$ cat src/design/vc_pkg.sv
`timescale 1ns / 1ps
// Shared types and constants of the varint codec.
// No dependencies; every other file refers to this package by scoped names.
package vc_pkg;

	localparam int MAX_GROUPS  = 5;
	localparam int GROUP_BITS  = 7;
	localparam int BYTE_W      = 8;
	localparam int VALUE_W     = 32;
	localparam int ACC_W       = 35;
	localparam int CNT_W       = 3;
	localparam int KIND_W      = 2;
	localparam int GC_W        = $clog2(MAX_GROUPS + 1);
	localparam int SH_W        = $clog2(GROUP_BITS * MAX_GROUPS + 1);
	localparam int ENC_MAX     = (VALUE_W + GROUP_BITS - 1) / GROUP_BITS;
	localparam int EK_W        = $clog2(ENC_MAX + 1);
	localparam int ESH_W       = $clog2(GROUP_BITS * ENC_MAX + 1);
	localparam int QUEUE_DEPTH = 4;
	localparam int QPTR_W      = $clog2(QUEUE_DEPTH);

	localparam logic [BYTE_W-1:0] GROUP_MASK = 8'h7F;
	localparam int                CONT_POS   = 7;

	typedef enum logic {
		OP_DECODE = 1'b0,
		OP_ENCODE = 1'b1
	} op_t;

	typedef enum logic [KIND_W-1:0] {
		KIND_VALUE = 2'd0,
		KIND_BYTE  = 2'd1,
		KIND_ERROR = 2'd2
	} kind_t;

	typedef struct packed {
		op_t                op;
		logic [BYTE_W-1:0]  in_byte;
		logic [VALUE_W-1:0] in_value;
		logic [EK_W-1:0]    nbytes;
	} cmd_t;

endpackage

$ cat src/design/vc_if.sv
`timescale 1ns / 1ps
// Handshake channels of the varint codec: input items, result words, configuration.
// Depends on vc_pkg for field widths.
interface vc_in_if;
	logic                        valid;
	logic                        ready;
	logic                        operation;
	logic [vc_pkg::BYTE_W-1:0]   in_byte;
	logic [vc_pkg::VALUE_W-1:0]  in_value;

	modport source (output valid, operation, in_byte, in_value, input ready);
	modport sink (input valid, operation, in_byte, in_value, output ready);
endinterface

interface vc_out_if;
	logic                        valid;
	logic                        ready;
	logic [vc_pkg::KIND_W-1:0]   out_kind;
	logic [vc_pkg::VALUE_W-1:0]  out_value;
	logic [vc_pkg::BYTE_W-1:0]   out_byte;
	logic [vc_pkg::CNT_W-1:0]    byte_count;
	logic                        last;

	modport source (output valid, out_kind, out_value, out_byte, byte_count, last,
		input ready);
	modport sink (input valid, out_kind, out_value, out_byte, byte_count, last,
		output ready);
endinterface

interface vc_cfg_if;
	logic valid;
	logic ready;
	logic signed_mode;

	modport source (output valid, signed_mode, input ready);
	modport sink (input valid, signed_mode, output ready);
endinterface

$ cat src/design/vc_front.sv
`timescale 1ns / 1ps
// Front end: accepts input words and turns them into queue commands.
// Depends on vc_pkg and vc_in_if.
module vc_front (
	vc_in_if.sink           items,
	input  logic            full,
	output logic            push,
	output vc_pkg::cmd_t    push_cmd
);

	logic [vc_pkg::EK_W-1:0] nbytes;

	always_comb begin
		nbytes = vc_pkg::EK_W'(1);
		for (int i = 1; i < vc_pkg::ENC_MAX; i++) begin
			if ((items.in_value >> (vc_pkg::GROUP_BITS * i)) != '0) begin
				nbytes = vc_pkg::EK_W'(i + 1);
			end
		end
	end

	assign items.ready       = !full;
	assign push              = items.valid && !full;
	assign push_cmd.op       = vc_pkg::op_t'(items.operation);
	assign push_cmd.in_byte  = items.in_byte;
	assign push_cmd.in_value = items.in_value;
	assign push_cmd.nbytes   = nbytes;

endmodule

$ cat src/design/vc_queue.sv
`timescale 1ns / 1ps
// Short command queue between the front end and the back end.
// Depends on vc_pkg.
module vc_queue (
	input  logic            clk,
	input  logic            arst_n,
	input  logic            push,
	input  vc_pkg::cmd_t    push_cmd,
	output logic            full,
	input  logic            pop,
	output logic            head_valid,
	output vc_pkg::cmd_t    head
);

	vc_pkg::cmd_t              mem_q [vc_pkg::QUEUE_DEPTH];
	logic [vc_pkg::QPTR_W-1:0] wr_q;
	logic [vc_pkg::QPTR_W-1:0] rd_q;
	logic [vc_pkg::QPTR_W:0]   count_q;

	always_ff @(posedge clk or negedge arst_n) begin
		if (!arst_n) begin
			wr_q    <= '0;
			rd_q    <= '0;
			count_q <= '0;
		end else begin
			if (push) begin
				wr_q <= wr_q + 1'b1;
			end
			if (pop) begin
				rd_q <= rd_q + 1'b1;
			end
			if (push && !pop) begin
				count_q <= count_q + 1'b1;
			end else if (!push && pop) begin
				count_q <= count_q - 1'b1;
			end
		end
	end

	always_ff @(posedge clk) begin
		if (push) begin
			mem_q[wr_q] <= push_cmd;
		end
	end

	assign full       = count_q == (vc_pkg::QPTR_W + 1)'(vc_pkg::QUEUE_DEPTH);
	assign head_valid = count_q != '0;
	assign head       = mem_q[rd_q];

`ifndef SYNTHESIS
	a_count_bound: assert property (@(posedge clk) disable iff (!arst_n)
		count_q <= (vc_pkg::QPTR_W + 1)'(vc_pkg::QUEUE_DEPTH))
		else $error("queue count above depth");
	a_no_pop_empty: assert property (@(posedge clk) disable iff (!arst_n)
		pop |-> count_q != '0)
		else $error("pop from empty queue");
	a_no_push_full: assert property (@(posedge clk) disable iff (!arst_n)
		push |-> !full)
		else $error("push into full queue");
`endif

endmodule

$ cat src/design/vc_back.sv
`timescale 1ns / 1ps
// Back end: decoder state, byte-per-cycle encoder when unstalled; drives results.
// Depends on vc_pkg, vc_out_if and the head of vc_queue.
module vc_back (
	input  logic            clk,
	input  logic            arst_n,
	input  logic            signed_mode,
	input  logic            head_valid,
	input  vc_pkg::cmd_t    head,
	output logic            pop,
	vc_out_if.source        results
);

	logic [vc_pkg::ACC_W-1:0]   acc_q;
	logic [vc_pkg::GC_W-1:0]    gc_q;
	logic [vc_pkg::EK_W-1:0]    k_q;
	logic                       res_valid_q;
	vc_pkg::kind_t              kind_q;
	logic [vc_pkg::VALUE_W-1:0] value_q;
	logic [vc_pkg::BYTE_W-1:0]  byte_q;
	logic [vc_pkg::CNT_W-1:0]   cnt_q;
	logic                       last_q;

	logic                       step;
	logic                       over;
	logic [vc_pkg::SH_W-1:0]    dec_sh;
	logic [vc_pkg::ACC_W-1:0]   acc_or;
	logic [vc_pkg::VALUE_W-1:0] plain;
	logic [vc_pkg::VALUE_W-1:0] decoded;
	logic [vc_pkg::ESH_W-1:0]   enc_sh;
	logic [vc_pkg::BYTE_W-1:0]  grp;
	logic                       enc_last;

	logic                       emit;
	logic                       done;
	logic [vc_pkg::ACC_W-1:0]   acc_d;
	logic [vc_pkg::GC_W-1:0]    gc_d;
	logic [vc_pkg::EK_W-1:0]    k_d;
	vc_pkg::kind_t              kind_d;
	logic [vc_pkg::VALUE_W-1:0] value_d;
	logic [vc_pkg::BYTE_W-1:0]  byte_d;
	logic [vc_pkg::CNT_W-1:0]   cnt_d;
	logic                       last_d;

	assign step    = head_valid && (!res_valid_q || results.ready);
	assign over    = gc_q >= vc_pkg::GC_W'(vc_pkg::MAX_GROUPS);
	assign dec_sh  = vc_pkg::SH_W'(gc_q) * vc_pkg::SH_W'(vc_pkg::GROUP_BITS);
	assign acc_or  = acc_q
		| (vc_pkg::ACC_W'(head.in_byte & vc_pkg::GROUP_MASK) << dec_sh);
	assign plain   = acc_or[vc_pkg::VALUE_W-1:0];
	assign decoded = signed_mode
		? ({1'b0, plain[vc_pkg::VALUE_W-1:1]} ^ {vc_pkg::VALUE_W{plain[0]}})
		: plain;

	assign enc_sh   = vc_pkg::ESH_W'(k_q) * vc_pkg::ESH_W'(vc_pkg::GROUP_BITS);
	assign grp      = vc_pkg::BYTE_W'(head.in_value >> enc_sh) & vc_pkg::GROUP_MASK;
	assign enc_last = k_q == (head.nbytes - 1'b1);

	always_comb begin
		emit    = 1'b0;
		done    = 1'b0;
		acc_d   = acc_q;
		gc_d    = gc_q;
		k_d     = k_q;
		kind_d  = vc_pkg::KIND_VALUE;
		value_d = '0;
		byte_d  = '0;
		cnt_d   = '0;
		last_d  = 1'b1;
		case (head.op)
			vc_pkg::OP_DECODE: begin
				done = 1'b1;
				if (over) begin
					emit   = 1'b1;
					kind_d = vc_pkg::KIND_ERROR;
					acc_d  = '0;
					gc_d   = '0;
				end else if (head.in_byte[vc_pkg::CONT_POS]) begin
					acc_d = acc_or;
					gc_d  = gc_q + 1'b1;
				end else begin
					emit    = 1'b1;
					kind_d  = vc_pkg::KIND_VALUE;
					value_d = decoded;
					cnt_d   = vc_pkg::CNT_W'(gc_q + vc_pkg::GC_W'(1));
					acc_d   = '0;
					gc_d    = '0;
				end
			end
			vc_pkg::OP_ENCODE: begin
				emit   = 1'b1;
				done   = enc_last;
				kind_d = vc_pkg::KIND_BYTE;
				byte_d = grp | (enc_last ? '0 : ~vc_pkg::GROUP_MASK);
				cnt_d  = vc_pkg::CNT_W'(k_q);
				last_d = enc_last;
				k_d    = enc_last ? '0 : k_q + 1'b1;
			end
			default: begin
			end
		endcase
	end

	assign pop = step && done;

	always_ff @(posedge clk or negedge arst_n) begin
		if (!arst_n) begin
			acc_q       <= '0;
			gc_q        <= '0;
			k_q         <= '0;
			res_valid_q <= 1'b0;
		end else begin
			if (step) begin
				acc_q <= acc_d;
				gc_q  <= gc_d;
				k_q   <= k_d;
			end
			if (step && emit) begin
				res_valid_q <= 1'b1;
			end else if (results.ready) begin
				res_valid_q <= 1'b0;
			end
		end
	end

	always_ff @(posedge clk) begin
		if (step && emit) begin
			kind_q  <= kind_d;
			value_q <= value_d;
			byte_q  <= byte_d;
			cnt_q   <= cnt_d;
			last_q  <= last_d;
		end
	end

	assign results.valid      = res_valid_q;
	assign results.out_kind   = kind_q;
	assign results.out_value  = value_q;
	assign results.out_byte   = byte_q;
	assign results.byte_count = cnt_q;
	assign results.last       = last_q;

`ifndef SYNTHESIS
	a_gc_bound: assert property (@(posedge clk) disable iff (!arst_n)
		gc_q <= vc_pkg::GC_W'(vc_pkg::MAX_GROUPS))
		else $error("group count above limit");
	a_enc_index: assert property (@(posedge clk) disable iff (!arst_n)
		(k_q != '0) |-> (head_valid && head.op == vc_pkg::OP_ENCODE
			&& k_q < head.nbytes))
		else $error("encode index without encode command");
	a_error_clears: assert property (@(posedge clk) disable iff (!arst_n)
		(step && head.op == vc_pkg::OP_DECODE && over)
			|=> (gc_q == '0 && res_valid_q && kind_q == vc_pkg::KIND_ERROR))
		else $error("overlength did not clear decoder");
`endif

endmodule

$ cat src/design/varint_codec_unit.sv
`timescale 1ns / 1ps
// Top level of the 7-bit group varint codec (LEB128 style, 32-bit, optional zigzag on decode).
// Depends on vc_pkg, vc_if, vc_front, vc_queue and vc_back.
//
// A decode word carries one encoded byte and yields a result word only when the
// value ends (or on an overlength error). An encode word carries a 32-bit value
// and yields 1 to 5 bytes, one per cycle while results are not stalled, so it
// occupies the back end until its last byte is emitted. The back end and
// its single output register set the rate; a four-entry command queue lets the
// input side keep accepting words while results wait. signed_mode is taken from
// its register when a value ends and may be written only while the block is idle.
module varint_codec_unit (
	input  logic       clk,
	input  logic       arst_n,
	vc_in_if.sink      items,
	vc_out_if.source   results,
	vc_cfg_if.sink     cfg
);

	logic         signed_mode_q;
	logic         full;
	logic         push;
	vc_pkg::cmd_t push_cmd;
	logic         pop;
	logic         head_valid;
	vc_pkg::cmd_t head;

	assign cfg.ready = 1'b1;

	always_ff @(posedge clk or negedge arst_n) begin
		if (!arst_n) begin
			signed_mode_q <= 1'b0;
		end else if (cfg.valid) begin
			signed_mode_q <= cfg.signed_mode;
		end
	end

	vc_front u_front (
		.items    (items),
		.full     (full),
		.push     (push),
		.push_cmd (push_cmd)
	);

	vc_queue u_queue (
		.clk        (clk),
		.arst_n     (arst_n),
		.push       (push),
		.push_cmd   (push_cmd),
		.full       (full),
		.pop        (pop),
		.head_valid (head_valid),
		.head       (head)
	);

	vc_back u_back (
		.clk         (clk),
		.arst_n      (arst_n),
		.signed_mode (signed_mode_q),
		.head_valid  (head_valid),
		.head        (head),
		.pop         (pop),
		.results     (results)
	);

endmodule
$ cat src/flat_wrapper.sv
// flat-port wrapper written by rule: the top's interface ports become plain ports
module varint_codec_unit_flat 
  (clk, arst_n, items_valid, items_operation, items_in_byte, items_in_value, items_ready, results_valid, results_out_kind, results_out_value, results_out_byte, results_byte_count, results_last, results_ready, cfg_valid, cfg_signed_mode, cfg_ready);
  vc_in_if items_i ();
  vc_out_if results_i ();
  vc_cfg_if cfg_i ();
  input  logic clk;
  input  logic arst_n;
  input wire logic [$bits(items_i.valid)-1:0] items_valid;
  input wire logic [$bits(items_i.operation)-1:0] items_operation;
  input wire logic [$bits(items_i.in_byte)-1:0] items_in_byte;
  input wire logic [$bits(items_i.in_value)-1:0] items_in_value;
  output wire logic [$bits(items_i.ready)-1:0] items_ready;
  output wire logic [$bits(results_i.valid)-1:0] results_valid;
  output wire logic [$bits(results_i.out_kind)-1:0] results_out_kind;
  output wire logic [$bits(results_i.out_value)-1:0] results_out_value;
  output wire logic [$bits(results_i.out_byte)-1:0] results_out_byte;
  output wire logic [$bits(results_i.byte_count)-1:0] results_byte_count;
  output wire logic [$bits(results_i.last)-1:0] results_last;
  input wire logic [$bits(results_i.ready)-1:0] results_ready;
  input wire logic [$bits(cfg_i.valid)-1:0] cfg_valid;
  input wire logic [$bits(cfg_i.signed_mode)-1:0] cfg_signed_mode;
  output wire logic [$bits(cfg_i.ready)-1:0] cfg_ready;
  assign items_i.valid = items_valid;
  assign items_i.operation = items_operation;
  assign items_i.in_byte = items_in_byte;
  assign items_i.in_value = items_in_value;
  assign items_ready = items_i.ready;
  assign results_valid = results_i.valid;
  assign results_out_kind = results_i.out_kind;
  assign results_out_value = results_i.out_value;
  assign results_out_byte = results_i.out_byte;
  assign results_byte_count = results_i.byte_count;
  assign results_last = results_i.last;
  assign results_i.ready = results_ready;
  assign cfg_i.valid = cfg_valid;
  assign cfg_i.signed_mode = cfg_signed_mode;
  assign cfg_ready = cfg_i.ready;
  varint_codec_unit u_core (.clk(clk), .arst_n(arst_n), .items(items_i), .results(results_i), .cfg(cfg_i));
endmodule
$ cat config.mk
export PLATFORM = sky130hd
export DESIGN_NAME = varint_codec_unit_flat
export DESIGN_NICKNAME = d
export VERILOG_FILES = /design/src/design/vc_pkg.sv /design/src/design/vc_if.sv /design/src/design/vc_front.sv /design/src/design/vc_queue.sv /design/src/design/vc_back.sv /design/src/design/varint_codec_unit.sv /design/src/flat_wrapper.sv
export SDC_FILE = /design/constraint.sdc
export NUM_CORES = 1
export LEC_CHECK = 0
export BUFFER_PORTS_ARGS = -buffer_cell sky130_fd_sc_hd__clkbuf_2
export CAP_MARGIN = 25
export CORE_MARGIN = 4
export CORE_UTILIZATION = 45
export CTS_BUF_LIST = sky130_fd_sc_hd__clkbuf_8 sky130_fd_sc_hd__clkbuf_16
export CTS_CLUSTER_SIZE = 28
export DETAILED_ROUTE_END_ITERATION = 10
export GPL_TIMING_DRIVEN = 0
export MAX_ROUTING_LAYER = met4
export RECOVER_POWER = 25
export SYNTH_ARGS = -nofsm -noshare
export SYNTH_HDL_FRONTEND = slang
export SYNTH_SLANG_ARGS = --single-unit
$ cat constraint.sdc
create_clock -name clk -period 5.95 [get_ports clk]
set_input_delay 1.19 -clock clk [delete_from_list [all_inputs] [get_ports clk]]
set_output_delay 1.19 -clock clk [all_outputs]
set_load 0.02 [all_outputs]
==> flow_summary.json, run 1 <==
{
  "overflow": 0,
  "fin_ws_ns": 1.76,
  "area_growth_pct": 17.0,
  "dp_hpwl_um": 16900,
  "synth_edf_count": 222,
  "worst_slew_pin_slew_ns": 0.958,
  "p_leak_nw": 4.67,
  "fin_area_um2": 13400,
  "path_class": "flip-flop to flip-flop",
  "postRouteAntennaNets": 0,
  "outcome": "completed",
  "hp-class": "flip-flop to flip-flop",
  "clk_pin_slew_worst_paths_ns": 0.06,
  "num_io_pins": 96,
  "reg2reg_depth": 16,
  "crit_family": "buffers and inverters",
  "relSlewSlack_pct": 36.0,
  "grt_antenna_before_repair": 1,
  "syn_area_per_cell_um2": 15.7,
  "path_cells": "buf_6 > buf_6 > buf_6 > buf_4 > buf_4 > mux4_2 > inv_1 > ha_1 > xor2_1 > xor2_1 > nor3_1 > o21ai_1 > ha_1 > inv_1 > fa_1 > mux2_2",
  "maxSlewViolCount": 0,
  "fin_skew_ns": 0.0178,
  "finalSetupViolations": 0,
  "min_period_over_period_pct": 70.5,
  "routed_via_density": 5.47,
  "ys_async_sr_fraction_pct": 17.5,
  "grt_max_degree": 34,
  "rsz0062_at_grt": "no",
  "fillCellCount": 2107,
  "cts_setup_buffers": 0,
  "wire_per_inst_um": 20.1,
  "critPathLaunchType": "flip-flop",
  "register_area_um2": 7840,
  "start_util_pct": 45.7,
  "cp_slowest_cell": "mux4_2",
  "worstPathArrival_ns": 4.63,
  "htree_num_levels": 1,
  "cts_sinks": 269,
  "synth_top_family_by_area": "multiplexers",
  "die_w_um": 168,
  "fin_hold_ws_ns": 0.521,
  "critical-path-max-stage-delay_ns": 0.52,
  "clock.fmax_mhz": 238,
  "postPlaceCellArea_um2": 12500,
  "wl_um": 24500,
  "port_buffers": 94,
  "drtIter0Drc": 518,
  "maxCapViolCount": 0,
  "hold_viol": 0,
  "synth_nets": 787,
  "rr_startpoint": "u_core.u_queue.rd_q[0]",
  "power_frac_seq_pct": 36.8,
  "stdcell_count": 1215,
  "grt_pass1_vias": 6831,
  "first_pass_iters": 5,
  "yosys.area_share.adder_pct": 1.16,
  "synthMuxAreaShare_pct": 9.23,
  "cts_tree": "yes",
  "p_sw_mw": 2.76,
  "synth-compound-area-share_pct": 8.42,
  "path_depth": 16,
  "combPwrFrac_pct": 39.3,
  "p_sw_share_pct": 36.3,
  "synth_top_area_cell": "edfxtp_1",
  "cts_resized": 0,
  "critPathMaxFanout": 10,
  "fin_crit_ns": 4.19,
  "postLayoutCoreUtil_pct": 53.4,
  "netlist_area_um2": 11500,
  "remaining_drc_errors": 0,
  "p_int_mw": 4.84,
  "grt_usage_pct": 17.9,
  "dp_cells": 1160,
  "multi_input_area_um2": 3360,
  "drive_above_1_share_pct": 23.8,
  "cp.required_ns": 6.39,
  "core_area_um2": 25100,
  "via_count": 6642,
  "cp_common_cell": "buf_6",
  "synthCells": 730,
  "synth_top_area_share_pct": 58.1,
  "synthFlopType": "edfxtp_1",
  "clockPowerShare_pct": 23.9,
  "total_power_mw": 7.60,
  "synth_xor_area_share_pct": 3.13,
  "num_rows": 58,
  "synth_seq_area_share_pct": 68.4,
  "place_congestion": 0.842,
  "cp_num_buf_inv": 7,
  "yosys_warnings": 0,
  "cts_buffers": 29,
  "min_from": "u_core.u_back.acc_q[2]",
  "dieArea_um2": 28100,
  "grt_pass1_wl_um": 38600,
  "synth_area_leaders": "edfxtp_1 58%, dfrtp_1 10%, mux4_2 6.9%, a211oi_2 2.8%, xnor2_1 2.7%",
  "cts_max_path_buffers": 3,
  "synth-simple-area-share_pct": 7.24,
  "synth_seq_cells": 269,
  "finalSetupTns_ns": 0,
  "postCtsHoldBufs": 0,
  "clock-root-buffer": "clkbuf_16",
  "dpl_worst_slack_ns": 1.69,
  "p_per_area_nw_per_um2": 566,
  "startpoint": "u_core.u_queue.rd_q[0]",
  "dieHeight_um": 168,
  "final_nets": 918,
  "synth_cell_types": 52,
  "cp-end-kind": "flip-flop",
  "vdd_drop_max_mv": 0.327,
  "clk_latency_ns": 0.55,
  "min_delay_path_depth": 2
}
sequential cells by signal, indices dropped and copies added, names as in the netlist:
name	flops
u_core.u_back.results.valid	1
u_core.signed_mode_q	1
u_core.u_back.acc_q	32
u_core.u_back.results.last	1
u_core.u_back.gc_q	3
u_core.u_back.results.out_byte	8
u_core.u_queue.wr_q	2
u_core.u_queue.count_q	3
u_core.u_back.results.byte_count	3
u_core.u_queue.mem_q	176
u_core.u_back.k_q	3
u_core.u_queue.rd_q	2
u_core.u_back.results.out_kind	2
u_core.u_back.results.out_value	32
cell usage after synthesis, types with 10 or more instances:
library cell	n
edfxtp_1	222
nand2_1	62
a21oi_1	61
dfrtp_1	47
nor2b_1	39
mux4_2	35
xnor2_1	35
a211oi_2	26
clkbuf_1	22
mux2i_1	18
nor2_1	13
nand3_1	10
power groups by stage:
stage                     combinational, mW  clock [mW]  sequential (mW)
after floorplan                        1.93           0             3.04
after detailed placement               3.00           0             2.84
after global routing                   3.25        1.94             2.85
after CTS                              3.02        1.86             2.80
final                                  2.99        1.81             2.80
after global placement                 2.88           0             2.85
final timing paths:
check / to / slack (ns)
max: u_core.u_queue.count_q[1] / 1.76
min: u_core.u_back.acc_q[2] / 0.52
max reg2reg: u_core.u_queue.count_q[1] / 1.76
min reg2reg: u_core.u_back.acc_q[2] / 0.52
max in group asynchronous: u_core.u_back.acc_q[8] / 4.75
min in group asynchronous: u_core.u_queue.wr_q[0] / 0.64
cells by family (layout without fill, tap and decap cells):
logic type	Yosys count	count (layout)
xor gates and xnor gates	41	41
AOI/OAI and AO/OA	135	135
adders and majority gates	10	10
other	1	2
buffers and inverters	50	204
DFF	269	269
muxes	61	61
and+or+nand+nor	163	163
cell usage in the layout, fill, tap and decap left out, types with 9 or more instances in the layout:
cell type and count:
a211oi_2 26, a21oi_1 61, a31oi_1 9, buf_2 9, clkbuf_1 61, clkbuf_16 29
clkbuf_2 55, dfrtp_1 47, edfxtp_1 222, ha_1 9, mux2i_1 18, mux4_2 35
nand2_1 62, nand3_1 10, nor2_1 12, nor2b_1 39, o21ai_1 9, xnor2_1 35
final cells by class:
cell class	instances	share of cell area [%]
Multi-Input combinational cell	411	25.1
Antenna cell	1	0.0186
Inverter	8	0.224
Buffer	42	1.84
Clock buffer	29	5.41
Sequential cell	269	58.4
Clock inverter	25	1.90
Timing Repair Buffer	100	4.04
Tap cell	330	3.08
tightest hold or removal path, stage by stage, from the launching register on:
cell     delay (ns)
dfrtp_1        0.37
nand2_1        0.05
a21oi_1        0.05
per-layer routing:
layer  vias to the layer above  track usage, %  routed length (um)
met5                         -               -                   0
met4                         0            4.30                 422
li1                       3058               -                   -
met3                        37            2.74                1560
met1                      3340            25.6               10900
met2                       207            27.6               11500
Power figures use the tool's default switching activity.
==> run 2, diff against run 1 <==
- PLACE_DENSITY: unset -> 0.65
- clock period: 5.95 -> 3.5 ns (I/O delays scaled with it)
==> run 2 against run 1 <==
- register-to-register slack got worse by 1.6 ns
- combinational power grew 80%
- wire length decreased by 2.4%
- non-clock buffer count grew 14
- critical endpoint is now u_core.u_queue.count_q[2]
==> flow_summary.json, run 2 (same netlist as run 1, synthesis figures left out) <==
{
  "outcome": "completed",
  "critPathLaunchType": "flip-flop",
  "wire_per_inst_um": 19.5,
  "p_leak_nw": 4.80,
  "rr_startpoint": "u_core.u_queue.rd_q[0]",
  "dpl_worst_slack_ns": -0.480,
  "cts_sinks": 269,
  "p_per_area_nw_per_um2": 969,
  "fin_hold_ws_ns": 0.145,
  "drtIter0Drc": 599,
  "grt_antenna_before_repair": 0,
  "hold_viol": 0,
  "worstPathArrival_ns": 3.78,
  "largest_register": "u_core.u_queue.mem_q",
  "fin_crit_ns": 3.32,
  "dp_hpwl_um": 16200,
  "num_io_pins": 96,
  "htree_num_levels": 1,
  "postCtsHoldBufs": 0,
  "r2r_slack_ns": 0.18,
  "clk_pin_slew_worst_paths_ns": 0.07,
  "fin_ws_ns": 0.182,
  "grt_usage_pct": 17.5,
  "min_period_over_period_pct": 94.8,
  "final_nets": 931,
  "cts_buffers": 28,
  "dieArea_um2": 28100,
  "postRouteAntennaNets": 0,
  "vdd_drop_max_mv": 0.489,
  "cp.required_ns": 3.96,
  "die_w_um": 168,
  "port_buffers": 94,
  "final_cell_mix": "222 x edfxtp_1, 62 x nand2_1, 61 x a21oi_1",
  "wl_met1_um": 10800,
  "num_rows": 58,
  "fillCellCount": 2057,
  "postPlaceCellArea_um2": 12600,
  "dieHeight_um": 168,
  "largest_reg_flops": 176,
  "register_area_um2": 7840,
  "maxUsedRoutingLayer": "met4",
  "cts_max_path_buffers": 3,
  "overflow": 0,
  "hp-class": "input pin to asynchronous set/reset pin",
  "cp-end-kind": "flip-flop",
  "diodes": 0,
  "core_area_um2": 25100,
  "total_power_mw": 13.2,
  "clock.fmax_mhz": 301,
  "stdcell_count": 1226,
  "rr_endpoint": "u_core.u_queue.count_q[2]",
  "critPathMaxFanout": 4,
  "met2_length_um": 11400,
  "clock-root-buffer": "clkbuf_16",
  "fin_skew_ns": 0.0118,
  "finalSetupViolations": 0,
  "grt_pass1_vias": 6591,
  "relSlewSlack_pct": 33.6,
  "maxCapViolCount": 0,
  "grt_pass1_wl_um": 37800,
  "grt_max_degree": 38,
  "remaining_drc_errors": 0,
  "maxSlewViolCount": 0,
  "final_common_cell": "edfxtp_1",
  "wl_um": 23900,
  "drive_above_1_share_pct": 25.2,
  "place_congestion": 0.842,
  "first_pass_iters": 4,
  "finalSetupTns_ns": 0,
  "via_count": 6578,
  "met3_length_um": 1230,
  "multi_input_area_um2": 3430,
  "start_util_pct": 45.7,
  "path_class": "flip-flop to flip-flop",
  "reg2reg_depth": 16,
  "worst_slew_pin_slew_ns": 0.994,
  "postLayoutCoreUtil_pct": 54.3,
  "clk_latency_ns": 0.54,
  "routed_via_density": 5.37,
  "dp_cells": 1160,
  "area_growth_pct": 18.8,
  "cts_tree": "yes",
  "fin_area_um2": 13600
}
==> run 2: cell type report <==
class / count / area share [%]
Timing Repair Buffer: 117 / 4.99
Multi-Input combinational cell: 411 / 25.2
Buffer: 39 / 1.96
Clock inverter: 23 / 1.83
Sequential cell: 269 / 57.6
Clock buffer: 29 / 5.24
Inverter: 8 / 0.220
Tap cell: 330 / 3.03
==> run 2: worst max path at each step <==
stage / from / end / slack, ns / cells past startpoint
final: u_core.u_queue.rd_q[0] / u_core.u_queue.count_q[2] / 0.18 / 16
after global routing: u_core.u_queue.rd_q[0] / u_core.u_queue.count_q[2] / -0.04 / 16
after CTS: u_core.u_queue.rd_q[0] / u_core.u_queue.count_q[2] / 0.08 / 16
after detailed placement: u_core.u_queue.rd_q[1] / u_core.u_queue.count_q[2] / -0.48 / 16
after global placement: u_core.u_queue.rd_q[1] / u_core.u_queue.count_q[2] / -0.44 / 16
after floorplan: u_core.u_queue.rd_q[0] / u_core.u_queue.count_q[2] / 0.03 / 18
==> run 2: worst max-delay path: stages (launching register included) <==
cell and delay (ns):
dfrtp_1 0.34, buf_6 0.13, buf_16 0.12, buf_4 0.14
mux4_2 0.55, inv_1 0.12, ha_4 0.17, xor2_4 0.19
xor2_2 0.24, nor3_4 0.08, o21ai_2 0.14, ha_2 0.19
inv_1 0.06, fa_2 0.38, xor2_1 0.16, nor2_1 0.11
xor2_1 0.14
==> run 2: layer usage <==
layer	track usage (%)	vias to the layer above
li1	-	3083
met1	24.5	3284
met2	27.3	169
met3	2.74	42
met4	4.06	0
met5	-	-
==> run 2: where the power goes <==
group          switching, mW  internal (mW)  leakage [nW]  total, mW
sequential             0.255           4.50          2.70       4.75
combinational           3.22           2.15          1.61       5.37
clock                   1.23           1.85         0.493       3.08
total                   4.71           8.49          4.80       13.2
==> run 2: repair_timing <==
action | 4_1_cts | 5_1_grt
gates resized for setup | 4 | 6
endpoints found under the hold margin | 0 | 0
setup buffers | 4 | 13
setup endpoints to repair | 2 | 2
pin swaps | 1 | 3
